File: config.mk
export PLATFORM = sky130hd
export DESIGN_NAME = life_grid_generation_step
export DESIGN_NICKNAME = d
export VERILOG_FILES = /design/src/design/lgs_pkg.sv /design/src/design/lgs_row_cell.sv /design/src/design/lgs_seq.sv /design/src/design/life_grid_generation_step.sv
export SDC_FILE = /design/constraint.sdc
export NUM_CORES = 1
export LEC_CHECK = 0
export BUFFER_PORTS_ARGS = -buffer_cell sky130_fd_sc_hd__buf_4
export CORE_MARGIN = 5
export CORE_UTILIZATION = 45
export DETAILED_ROUTE_END_ITERATION = 12
export GPL_ROUTABILITY_DRIVEN = 0
export PLACE_DENSITY = 0.71
export SLEW_MARGIN = 20
export SYNTH_ARGS = -nofsm -noshare
export SYNTH_HDL_FRONTEND = slang
export SYNTH_HIERARCHICAL = 1
export SYNTH_SLANG_ARGS = --single-unit
File: constraint.sdc
create_clock -name clk -period 3.2 [get_ports clk]
set_clock_uncertainty 0.2 [all_clocks]
set_input_delay 0.8 -clock clk [delete_from_list [all_inputs] [get_ports clk]]
set_output_delay 0.8 -clock clk [all_outputs]
set_load 0.005 [all_outputs]
File: src/design/lgs_pkg.sv
// shared types and constants for the life grid generation step block
`timescale 1ns / 1ps

package lgs_pkg;

  // fixed field widths of the item ports
  localparam int ROW_IDX_W = 4;
  localparam int CELLS_W   = 12;

  // operation codes of an input item
  localparam logic OP_WRITE = 1'b0;
  localparam logic OP_STEP  = 1'b1;

  // life rule neighbor counts
  localparam logic [3:0] LIFE_BIRTH   = 4'd3;
  localparam logic [3:0] LIFE_SURVIVE = 4'd2;

  typedef enum logic {
    ST_IDLE,
    ST_EMIT
  } lgs_state_t;

  // controls from the sequencer to the row cells and the output register
  typedef struct packed {
    logic write;
    logic step;
    logic shift;
    logic last;
  } lgs_ctrl_t;

endpackage

File: src/design/lgs_row_cell.sv
// one grid row: holds its cells, applies the life rule, rotates along the chain
`timescale 1ns / 1ps

module lgs_row_cell #(
  parameter int GRID_WIDTH = 12
) (
  input  logic                  clk,
  input  logic                  rst,
  input  lgs_pkg::lgs_ctrl_t    ctrl,
  input  logic                  wr_sel,
  input  logic [GRID_WIDTH-1:0] wr_cells,
  input  logic [GRID_WIDTH-1:0] up,
  input  logic [GRID_WIDTH-1:0] down,
  input  logic [GRID_WIDTH-1:0] shift_in,
  output logic [GRID_WIDTH-1:0] row
);

  logic [GRID_WIDTH+1:0] up_pad;
  logic [GRID_WIDTH+1:0] mid_pad;
  logic [GRID_WIDTH+1:0] dn_pad;
  logic [GRID_WIDTH-1:0] life;
  logic [GRID_WIDTH-1:0] row_next;

  // dead border on both sides, column x sits at pad position x+1
  assign up_pad  = {1'b0, up, 1'b0};
  assign mid_pad = {1'b0, row, 1'b0};
  assign dn_pad  = {1'b0, down, 1'b0};

  for (genvar x = 0; x < GRID_WIDTH; x++) begin : g_col
    logic [3:0] nbr;
    assign nbr = 4'(up_pad[x]) + 4'(up_pad[x+1]) + 4'(up_pad[x+2])
               + 4'(mid_pad[x]) + 4'(mid_pad[x+2])
               + 4'(dn_pad[x]) + 4'(dn_pad[x+1]) + 4'(dn_pad[x+2]);
    assign life[x] = (nbr == lgs_pkg::LIFE_BIRTH)
                  || (row[x] && (nbr == lgs_pkg::LIFE_SURVIVE));
  end

  always_comb begin
    row_next = row;
    if (ctrl.step) begin
      row_next = life;
    end else if (ctrl.write && wr_sel) begin
      row_next = wr_cells;
    end else if (ctrl.shift) begin
      row_next = shift_in;
    end
  end

  always_ff @(posedge clk) begin
    if (rst) begin
      row <= '0;
    end else begin
      row <= row_next;
    end
  end

endmodule

File: src/design/lgs_seq.sv
// sequencer: item acceptance, emit state and row counter
`timescale 1ns / 1ps

module lgs_seq #(
  parameter int GRID_HEIGHT = 10
) (
  input  logic                               clk,
  input  logic                               rst,
  input  logic                               in_valid,
  input  logic                               op,
  input  logic                               out_valid,
  input  logic                               out_stall,
  output logic                               in_stall,
  output lgs_pkg::lgs_ctrl_t                 ctrl,
  output logic [$clog2(GRID_HEIGHT)-1:0]     row_cnt
);

  localparam int RW = $clog2(GRID_HEIGHT);

  lgs_pkg::lgs_state_t state;
  lgs_pkg::lgs_state_t state_next;
  logic [RW-1:0]       row_cnt_next;
  logic                accept;
  logic                out_free;

  assign accept   = in_valid && !in_stall;
  assign out_free = !out_valid || !out_stall;

  // outputs
  always_comb begin
    in_stall   = (state != lgs_pkg::ST_IDLE);
    ctrl.write = accept && (op == lgs_pkg::OP_WRITE);
    ctrl.step  = accept && (op == lgs_pkg::OP_STEP);
    ctrl.shift = (state == lgs_pkg::ST_EMIT) && out_free;
    ctrl.last  = (row_cnt == RW'(GRID_HEIGHT - 1));
  end

  // next state
  always_comb begin
    state_next = state;
    case (state)
      lgs_pkg::ST_IDLE: begin
        if (ctrl.step) begin
          state_next = lgs_pkg::ST_EMIT;
        end
      end
      lgs_pkg::ST_EMIT: begin
        if (ctrl.shift && ctrl.last) begin
          state_next = lgs_pkg::ST_IDLE;
        end
      end
      default: state_next = lgs_pkg::ST_IDLE;
    endcase
  end

  always_comb begin
    row_cnt_next = row_cnt;
    if (ctrl.shift) begin
      row_cnt_next = ctrl.last ? '0 : row_cnt + RW'(1);
    end
  end

  always_ff @(posedge clk) begin
    if (rst) begin
      state   <= lgs_pkg::ST_IDLE;
      row_cnt <= '0;
    end else begin
      state   <= state_next;
      row_cnt <= row_cnt_next;
    end
  end

endmodule

File: src/design/life_grid_generation_step.sv
// life grid generation step: top level with row cell chain and output register
// a write item updates its row at the accept edge; a step item updates the whole grid at the
//   accept edge, then the emit state loads the first row into the output register
// a step item holds the input stalled for the whole emit pass, while one row per cycle leaves
//   through the output register whenever the output is not stalled
// reset: synchronous, clears every cell to dead and returns to idle
`timescale 1ns / 1ps

module life_grid_generation_step #(
  parameter int GRID_WIDTH  = 12,
  parameter int GRID_HEIGHT = 10
) (
  input  logic                          clk,
  input  logic                          rst,
  // input items
  input  logic                          in_valid,
  output logic                          in_stall,
  input  logic                          op,
  input  logic [lgs_pkg::ROW_IDX_W-1:0] row_index,
  input  logic [lgs_pkg::CELLS_W-1:0]   row_cells,
  // result items
  output logic                          out_valid,
  input  logic                          out_stall,
  output logic [lgs_pkg::ROW_IDX_W-1:0] out_row,
  output logic [lgs_pkg::CELLS_W-1:0]   out_cells,
  output logic                          last_row
);

  localparam int RW = $clog2(GRID_HEIGHT);
  // common width for widening the fixed-width ports against the grid size
  localparam int CW = (GRID_WIDTH > lgs_pkg::CELLS_W) ? GRID_WIDTH : lgs_pkg::CELLS_W;
  localparam int IW = (RW > lgs_pkg::ROW_IDX_W) ? RW : lgs_pkg::ROW_IDX_W;
  localparam int SW = (IW > 7) ? IW : 7;

  lgs_pkg::lgs_ctrl_t    ctrl;
  logic [RW-1:0]         row_cnt;
  logic [GRID_WIDTH-1:0] rows [GRID_HEIGHT];
  logic [GRID_WIDTH-1:0] wr_cells;
  logic [CW-1:0]         wr_ext;
  logic [CW-1:0]         head_ext;
  logic [IW-1:0]         idx_ext;
  logic [IW-1:0]         cnt_ext;

  // incoming row: drop columns past the grid width
  assign wr_ext   = CW'(row_cells);
  assign wr_cells = wr_ext[GRID_WIDTH-1:0];
  assign idx_ext  = IW'(row_index);

  // the head of the chain is the row being emitted
  assign head_ext = CW'(rows[0]);
  assign cnt_ext  = IW'(row_cnt);

  lgs_seq #(
    .GRID_HEIGHT (GRID_HEIGHT)
  ) u_seq (
    .clk       (clk),
    .rst       (rst),
    .in_valid  (in_valid),
    .op        (op),
    .out_valid (out_valid),
    .out_stall (out_stall),
    .in_stall  (in_stall),
    .ctrl      (ctrl),
    .row_cnt   (row_cnt)
  );

  // chain of row cells: each sees its vertical neighbors for the life rule,
  // and on a shift takes the row below it, the head wrapping to the tail, so
  // after GRID_HEIGHT shifts every row is back in its own cell
  for (genvar i = 0; i < GRID_HEIGHT; i++) begin : g_row
    localparam int NXT = (i + 1) % GRID_HEIGHT;
    logic [GRID_WIDTH-1:0] up_row;
    logic [GRID_WIDTH-1:0] dn_row;
    logic                  sel;

    if (i > 0) begin : g_up
      assign up_row = rows[i-1];
    end else begin : g_up_edge
      assign up_row = '0;
    end

    if (i < GRID_HEIGHT - 1) begin : g_dn
      assign dn_row = rows[i+1];
    end else begin : g_dn_edge
      assign dn_row = '0;
    end

    // a row index past the grid matches no cell, so the write is dropped
    assign sel = (SW'(idx_ext) == SW'(i));

    lgs_row_cell #(
      .GRID_WIDTH (GRID_WIDTH)
    ) u_row (
      .clk      (clk),
      .rst      (rst),
      .ctrl     (ctrl),
      .wr_sel   (sel),
      .wr_cells (wr_cells),
      .up       (up_row),
      .down     (dn_row),
      .shift_in (rows[NXT]),
      .row      (rows[i])
    );
  end

  // output register, loaded with the head row on every shift
  always_ff @(posedge clk) begin
    if (rst) begin
      out_valid <= 1'b0;
    end else if (ctrl.shift) begin
      out_valid <= 1'b1;
    end else if (!out_stall) begin
      out_valid <= 1'b0;
    end
  end

  always_ff @(posedge clk) begin
    if (ctrl.shift) begin
      out_row   <= cnt_ext[lgs_pkg::ROW_IDX_W-1:0];
      out_cells <= head_ext[lgs_pkg::CELLS_W-1:0];
      last_row  <= ctrl.last;
    end
  end

  // a step item always starts an emit pass
  a_step_starts_emit: assert property (@(posedge clk) disable iff (rst)
    (in_valid && !in_stall && (op == lgs_pkg::OP_STEP)) |=> in_stall)
    else $error("step item did not start row emission");

  // the emit pass ends only after the last row has been loaded
  a_emit_ends_on_last: assert property (@(posedge clk) disable iff (rst)
    (!$past(rst) && $fell(in_stall)) |-> $past(ctrl.shift && ctrl.last))
    else $error("emission ended before the last row");

  // the last-row mark agrees with the emitted row index
  a_last_matches_row: assert property (@(posedge clk) disable iff (rst)
    (out_valid && !$past(rst)) |->
      (last_row == (out_row == lgs_pkg::ROW_IDX_W'(GRID_HEIGHT - 1))))
    else $error("last row mark does not match row index");

endmodule

# == Word-level counts from Yosys, hierarchy flattened ==
# Cells that the tools add are included.
# totals
reg_bits,143
input_bits,21
wordCells,1279
# op_classes
add_sub_neg,704
eq_ne,251
mux,36
bitwise,2
reduce_logical,270
# op_table
operator,count
4-bit by 1-bit adder with 4-bit output,591
"4-bit by 2-bit == test with 1-bit output, second input constant",242
12-bit 2-to-1 mux,30
1-bit by 1-bit adder with 2-bit output,111
1-bit logical AND,135
1-bit logical OR,121
3-bit nonzero test,10
"4-bit by 3-bit == test with 1-bit output, second input constant",4
"4-bit == test, second input constant",3
"4-bit by 1-bit adder with 4-bit output, second input constant",1
"4-bit by 1-bit == test with 1-bit output, second input constant",1
4-bit logical NOT,1
1-bit 2-to-1 mux,4
4-bit 2-to-1 mux,1
2-bit by 1-bit adder with 3-bit output,1
1-bit logical NOT,3
"2-bit by 1-bit != test with 1-bit output, second input constant",1
1-bit NOT,2
1-bit one-hot mux with 2 select lines,1

# == Depth between registers and ports, before layout ==
# Gate-level depths: netlist (run 1).
# logic_depth
ltp_word,11
ltp_mapped,11
mapped_depth_nobuf,11

# == By module ==
# The synthesis (run 1) kept the hierarchy.
# by_module_without_submodules
module,n_inst,cells_per_inst,area_each_um2,seq_area_each_um2
lgs_row_cell at g_row[0].u_row ...,9,280,2556.2,240.2
lgs_row_cell at g_row[4].u_row,1,282,2556.2,240.2
life_grid_generation_step,1,36,635.6,530.5
lgs_seq,1,31,276.5,100.1

# == Worst setup path before layout (run 1) ==
# No wires, ideal clock.
# synth_path
path_type,reg-to-reg
startpoint,register g_row[4].u_row.row[2]
endpoint,register g_row[5].u_row.row[3]
arrival_ps,3193
path_slack_ps,-312
path_stages_with_launch,12
path_buffers,0
synth_period_minus_slack_ps,3512
path_cell_list,dfxtp_1 -> inv_1 -> fa_1 -> fa_1 -> fa_1 -> inv_1 -> ha_1 -> fa_1 -> nand2b_1 -> o2111ai_1 -> a21oi_1 -> o221a_2
# synth_between
elab_chain_len,11
# synth_rtl
element,line_no,rtl
start: declaration,lgs_row_cell.sv:15,output logic [GRID_WIDTH-1:0] row
start signal: assignment,lgs_row_cell.sv:53,row <= row_next;
1-bit by 1-bit adder with 2-bit output *,lgs_row_cell.sv:31,assign nbr = 4'(up_pad[x]) + 4'(up_pad[x+1]) + 4'(up_pad[x+2])
4-bit by 1-bit adder with 4-bit output *,lgs_row_cell.sv:31,
4-bit by 1-bit adder with 4-bit output * (2 in series),lgs_row_cell.sv:32,+ 4'(mid_pad[x]) + 4'(mid_pad[x+2])
4-bit by 1-bit adder with 4-bit output * (3 in series),lgs_row_cell.sv:33,+ 4'(dn_pad[x]) + 4'(dn_pad[x+1]) + 4'(dn_pad[x+2]);
4-bit by 2-bit == test with 1-bit output,lgs_row_cell.sv:35,|| (row[x] && (nbr == lgs_pkg::LIFE_SURVIVE));
1-bit logical AND,lgs_row_cell.sv:35,
1-bit logical OR *,lgs_row_cell.sv:35,
12-bit 2-to-1 mux *,lgs_row_cell.sv:40,if (ctrl.step) begin
end signal: assignment,lgs_row_cell.sv:53,
end: declaration,lgs_row_cell.sv:15,
# Mark *: on every way between the ends. The rest lies on a longest branch, timed or not.
# A chain may end at the register's enable or synchronous reset.

# == Final worst setup path (run 1) ==
# layout_path
startpoint,register g_row[8].u_row.row[4]
endpoint,register g_row[9].u_row.row[4]
# layout_between
elab_chain_len,8
# layout_rtl
element,line_no
start: declaration,lgs_row_cell.sv:15
start signal: assignment,lgs_row_cell.sv:53
1-bit by 1-bit adder with 2-bit output *,lgs_row_cell.sv:31
4-bit by 1-bit adder with 4-bit output *,lgs_row_cell.sv:31
4-bit by 1-bit adder with 4-bit output * (2 in series),lgs_row_cell.sv:32
4-bit by 2-bit == test with 1-bit output,lgs_row_cell.sv:35
1-bit logical AND,lgs_row_cell.sv:35
1-bit logical OR *,lgs_row_cell.sv:35
12-bit 2-to-1 mux *,lgs_row_cell.sv:40
end signal: assignment,lgs_row_cell.sv:53
end: declaration,lgs_row_cell.sv:15
# Marks and branches as above.

==> impl_metrics.tcl, run 1 <==
set metrics [dict create \
    cp_slowest_cell "fa_1" \
    antenna_found_initial 0 \
    worst-setup-path-type "reg -> reg" \
    insertion_delay_ps 500 \
    min_period_over_period_pct 106.9 \
    synth_compound_area_share_pct 15.28 \
    final_cells 3996 \
    postLayoutCoreUtil_pct 54.56 \
    failed_checks "negative setup slack" \
    cts_root_buf "clkbuf_16" \
    setup_slack_ps -220.7 \
    cts_tree "done" \
    die_w_um 252.6 \
    route.detailed.drc 0 \
    dieArea_um2 63780 \
    slew_violations 0 \
    synth_edf_count 17 \
    path_delay_family "adder cells" \
    clock.fmax_mhz 292.3 \
    cts_buffers 17 \
    run_status "finished, violations left" \
    postSynthAreaPerCell_um2 9.228 \
    synth_cells 2869 \
    timing.final.hold_violations 0 \
    ys_seq_area_share_pct 11.46 \
    cts.clk_slew.worst_paths_ps 70 \
    cp_cell_sequence "inv_4 > fa_1 > fa_1 > fa_1 > inv_1 > ha_2 > fa_2 > o2111ai_2 > a21oi_2 > o221a_2" \
    drive_above_1_share_pct 31.00 \
    regToRegSetupSlack_ps -220 \
    io_pins 40 \
    synth.ff_latch_count 143 \
    synth_fa_ha_area_share_pct 48.40 \
    fin_crit_ps 3421 \
    first_global_vias 22010 \
    p_leak_nw 15.11 \
    htree_levels 4 \
    rsz0062_at_grt "true" \
    grt_pass1_wl_um 114300 \
    cp_common_cell "fa_1" \
    cp_num_buf_inv 2 \
    yosys_warnings 6 \
    worstMarginPinSlew_ps 632.0 \
    hold_class "reg -> reg" \
    drt_first_iter_violations 1314 \
    crit_path_end_kind "flip-flop" \
    fp.dieH_um 252.6 \
    crit_arrival_ps 3660 \
    drt-total-wl_um 70550 \
    drv_cap 0 \
    tns_ps -12250 \
    seq_area_um2 3383 \
    num_vias 21090 \
    syn_to_final_growth_pct 20.94 \
    synthSimpleGateAreaFrac_pct 10.14 \
    synthMuxAreaShare_pct 0 \
    cts_max_path_buffers 2 \
    ys.flop_type "dfxtp_1" \
    grt_max_degree 44 \
    dp_cells 3942 \
    viasPerCell 5.277 \
    drtPass1Iterations 5 \
    io_buffers 39 \
    num_rows 89 \
    worstPathRequired_ps 3440 \
    globalRouteTotalUtil_pct 22.27 \
    synthXorXnorAreaFrac_pct 0 \
    synth_area_um2 26470 \
    synthArstFlopShare_pct 0 \
    numClockSinks 143 \
    nets 3991 \
    fill_cells 5061 \
    start_kind "flip-flop" \
    slowest_delay_ps 550 \
    multi_input_area_um2 20650 \
    start_util_pct 45.11 \
    core_area_um2 58690 \
    hold_ws_ps 334.2 \
    synth_top_family_by_area "adder cells" \
    overflow 0 \
    worstPathMaxFanout 4 \
    antennaDiodeCount 0 \
    post_drt_wl_per_cell_um 17.65 \
    place_hpwl_um 56430 \
    ant_nets 0 \
    synth_cell_types 44 \
    irDropWorstVdd_uv 476.9 \
    setup_viol 84 \
    powerDensity_nw_per_um2 423.8 \
    relSlewSlack_pct 57.87 \
]
[cell usage in the layout (no fill, tap or decap), types with 28 or more instances in the layout]
master       n
inv_1      728
fa_1       380
buf_4      323
ha_1       238
nor2_1     135
inv_2      116
nand3b_1   111
nand2b_1   107
nand2_1    104
a311oi_1    99
o221a_2     99
a21oi_1     92
dfxtp_4     91
fa_2        60
inv_4       60
ha_2        60
o2111ai_1   58
conb_1      39
o2111ai_2   32
a21oi_2     32
dfxtp_1     28
[report_power, final]
| group | switching [mW] | total (mW) | internal [mW] |
|---|---|---|---|
| combinational | 5.03 | 9.18 | 4.15 |
| clock | 0.910 | 2.12 | 1.21 |
| sequential | 0.243 | 2.27 | 2.03 |
| total | 6.18 | 13.6 | 7.39 |
[flip-flops by register name, indices dropped and copies added, names as in the netlist]
| name | count |
|---|---|
| g_row.u_row/row | 120 |
| last_row | 1 |
| out_cells | 12 |
| out_row | 4 |
| out_valid | 1 |
| u_seq/in_stall | 1 |
| u_seq/row_cnt | 4 |
[synthesized netlist by cell type (all sizes together) (2+ instances only)]
library cell | n | area share [%]
nand3b | 111 | 3.1
inv | 904 | 13
ha | 320 | 15
o221ai | 10 | 0.33
a311o | 21 | 0.79
a211oi | 22 | 0.79
o21ai | 2 | 0.038
o221a | 99 | 4.2
fa | 440 | 33
a21oi | 124 | 2.3
clkbuf | 10 | 0.14
nand2 | 114 | 1.7
nand2b | 116 | 2.8
a311oi | 99 | 3.3
dfxtp | 126 | 9.5
nand4 | 2 | 0.047
buf | 60 | 1.6
o2111ai | 90 | 3.0
nor3 | 5 | 0.13
a211o | 9 | 0.30
nor2b | 10 | 0.24
nor2 | 136 | 1.9
clkinv | 10 | 0.14
edfxtp | 17 | 1.9
[metrics by stage]
stage	cell area, um^2	total power [mW]	setup slack, ps
2_1_floorplan	27240	8.210	-83.33
3_3_place_gp	30330	10.26	-210.1
3_5_place_dp	30330	10.67	-240.8
4_1_cts	31330	13.07	-221.6
5_1_grt	32020	15.14	-326.3
6_report	32020	13.57	-220.7
[what timing repair did]
action,4_1_cts,5_1_grt
pin swaps,138,63
setup endpoints to repair,93,100
gates resized for setup,107,142
buffers inserted,11,11
cloned,0,0
hold buffers,0,0
[final timing paths]
check | startpoint | endpoint | cells past startpoint
min | u_seq/row_cnt[3]$_SDFFE_PP0P_ | out_row[3]$_DFFE_PP_ | 0
max reg2reg | g_row[8].u_row/row[4]$_SDFFE_PP0P_ | g_row[9].u_row/row[4]$_SDFFE_PP0P_ | 10
max | g_row[8].u_row/row[4]$_SDFFE_PP0P_ | g_row[9].u_row/row[4]$_SDFFE_PP0P_ | 10
min reg2reg | u_seq/row_cnt[3]$_SDFFE_PP0P_ | out_row[3]$_DFFE_PP_ | 0
[routing by layer]
| metal | wire, um | vias up | global-route usage, % |
|---|---|---|---|
| li1 | - | 9987 | - |
| met1 | 31190 | 10420 | 30.57 |
| met2 | 32560 | 540 | 35.46 |
| met3 | 3861 | 140 | 4.023 |
| met4 | 2927 | 0 | 8.173 |
| met5 | 0 | - | 0 |
[kinds of logic (layout without fill, tap and decap cells)]
| family | Yosys count | in the layout |
|---|---|---|
| simple gates | 499 | 499 |
| fa+ha+maj | 760 | 760 |
| buf+inv | 984 | 1300 |
| compound gates | 482 | 482 |
| other cells | 1 | 39 |
| flops | 143 | 143 |
[final cells by class]
class / count / share of cell area [%]
clock inverters: 12 / 0.4494
clock buffers: 20 / 1.364
inverters: 914 / 11.18
flip-flops and latches: 143 / 10.57
well taps: 773 / 3.021
multi-input cells: 1780 / 64.51
repair buffers: 354 / 8.906
No activity file was read; power rests on OpenSTA's default activity.
==> inputs of run 2 (changes only) <==
Settings changed: CORE_UTILIZATION 45 to 50, PLACE_DENSITY 0.71 to 0.76.
==> impl_metrics.tcl, run 2 (same netlist as run 1, synthesis figures left out) <==
set metrics [dict create \
    top_register "g_row.u_row/row" \
    layout_commonest_cell "inv_1" \
    ant_nets 0 \
    route.detailed.drc 0 \
    switchingPower_mw 6.664 \
    setup_slack_ps -289.3 \
    timing.final.hold_violations 0 \
    rr_endpoint "g_row[3].u_row/row[10]$_SDFFE_PP0P_" \
    min_period_over_period_pct 109.0 \
    crit_arrival_ps 3690 \
    met3_length_um 6696 \
    fp.dieH_um 240.1 \
    clock.fmax_mhz 286.6 \
    crit_path_end_kind "flip-flop" \
    cts_tree "done" \
    postLayoutCoreUtil_pct 61.29 \
    num_rows 84 \
    num_vias 22540 \
    place_hpwl_um 62580 \
    run_status "finished, violations left" \
    dpl_cell_area_um2 30190 \
    worstMarginPinSlew_ps 747.5 \
    globalRouteTotalUtil_pct 27.29 \
    drv_cap 0 \
    drt_first_iter_violations 1916 \
    grt_max_degree 34 \
    pre_cts_ws_ps -296.1 \
    core_area_um2 52550 \
    p_comb_share_pct 69.1 \
    p_leak_nw 15.22 \
    hold_ws_ps 332.1 \
    regToRegSetupSlack_ps -290 \
    drt-met1-wl_um 29580 \
    reg_top3 "g_row.u_row/row: 120 flops, out_cells: 12 flops" \
    grt_pass1_wl_um 125900 \
    crit_end "g_row[3].u_row/row[10]$_SDFFE_PP0P_" \
    cts_buffers 17 \
    fin_crit_ps 3489 \
    worst-setup-path-type "reg -> reg" \
    drive_above_1_share_pct 32.72 \
    htree_levels 4 \
    start_util_pct 50.38 \
    syn_to_final_growth_pct 21.65 \
    internal_power_mw 7.500 \
    hold_class "reg -> reg" \
    powerDensity_nw_per_um2 439.8 \
    routed.top_layer "met4" \
    die_w_um 240.1 \
    finalPower_mw 14.16 \
    relSlewSlack_pct 50.04 \
    seq_power_share_pct 16.3 \
    dp_cells 3855 \
    cp-startpoint "g_row[2].u_row/row[10]$_SDFFE_PP0P_" \
    most-common-layout-cells "707 x inv_1, 372 x fa_1, 345 x buf_4" \
    post_drt_wl_per_cell_um 20.09 \
    final_cells 3931 \
    start_kind "flip-flop" \
    viasPerCell 5.734 \
    worstPathRequired_ps 3400 \
    pwr-share-clk_pct 14.6 \
    nets 4011 \
    cts.clk_slew.worst_paths_ps 70 \
    antenna_found_initial 0 \
    rsz0062_at_grt "true" \
    antennaDiodeCount 0 \
    cts_max_path_buffers 2 \
    largest_reg_flops 120 \
    drt-total-wl_um 78960 \
    irDropWorstVdd_uv 410.1 \
    tns_ps -15540 \
    first_global_vias 24870 \
    slew_violations 0 \
    insertion_delay_ps 470 \
    drtPass1Iterations 5 \
    fill_cells 4143 \
    fin_area_um2 32210 \
    dieArea_um2 57650 \
    setup_viol 90 \
    routed-wl-met2_um 38210 \
    hold_start "u_seq/row_cnt[1]$_SDFFE_PP0P_" \
    cts_root_buf "clkbuf_16" \
    reg2reg_depth 10 \
    numClockSinks 143 \
    io_pins 40 \
    overflow 0 \
    switching_share_pct 47.05 \
    worstPathMaxFanout 2 \
    crit-reg2reg-launch "g_row[2].u_row/row[10]$_SDFFE_PP0P_" \
    failed_checks "negative setup slack" \
    io_buffers 39 \
]
## run 2: cell count changes in the layout (fill, tap and decap cells not counted), sizes merged
| cell | before | now |
|---|---|---|
| clkinv | 16 | 14 |
| buf | 354 | 374 |
| bufinv | 3 | 1 |
| clkbuf | 20 | 17 |
| inv | 904 | 911 |
## run 2: what timing repair did
action | 4_1_cts | 5_1_grt
setup endpoints to repair | 98 | 100
hold buffers | 0 | 0
resized for setup | 146 | 152
setup buffers | 25 | 22
pin swaps | 137 | 90
## run 2: cell type report
| class | instances | area, um^2 | area share, % |
|---|---|---|---|
| inverters | 914 | 3593 | 11.16 |
| clock buffers | 17 | 425.4 | 1.321 |
| multi-input cells | 1780 | 20780 | 64.51 |
| repair buffers | 374 | 3015 | 9.363 |
| well taps | 688 | 860.8 | 2.673 |
| flip-flops and latches | 143 | 3386 | 10.51 |
| clock inverters | 15 | 148.9 | 0.4623 |
## run 2: worst min-delay path by stage
stage | end | slack, ps | cells past startpoint
global route | out_row[1]$_DFFE_PP_ | 340 | 0
detailed placement | out_row[1]$_DFFE_PP_ | 300 | 0
floorplan | out_cells[5]$_DFFE_PP_ | 270 | 0
CTS | out_row[1]$_DFFE_PP_ | 320 | 0
global placement | out_row[1]$_DFFE_PP_ | 300 | 0
finish | out_row[1]$_DFFE_PP_ | 330 | 0
## run 2: worst max-delay path, cell delays in order (launching register included)
cell,delay [ps]
dfxtp_4,380
inv_4,50
fa_2,620
fa_2,480
fa_1,500
inv_1,50
ha_2,180
fa_2,530
o2111ai_2,100
a21oi_2,150
o221a_2,190
## run 2: per-layer routing
| metal | vias up | global-route usage [%] |
|---|---|---|
| met5 | - | 0 |
| met4 | 0 | 13.79 |
| met3 | 306 | 5.357 |
| met2 | 1077 | 45.97 |
| met1 | 11120 | 33.50 |
| li1 | 10040 | - |
## run 2: power by group through the flow
stage                     sequential (mW)  clock, mW  combinational (mW)
after floorplan                      2.37          0                5.84
after global placement               2.31          0                7.81
after detailed placement             2.31          0                8.64
after CTS                            2.29       2.09                9.02
after global routing                 2.32       2.15                11.1
final                                2.30       2.07                9.79
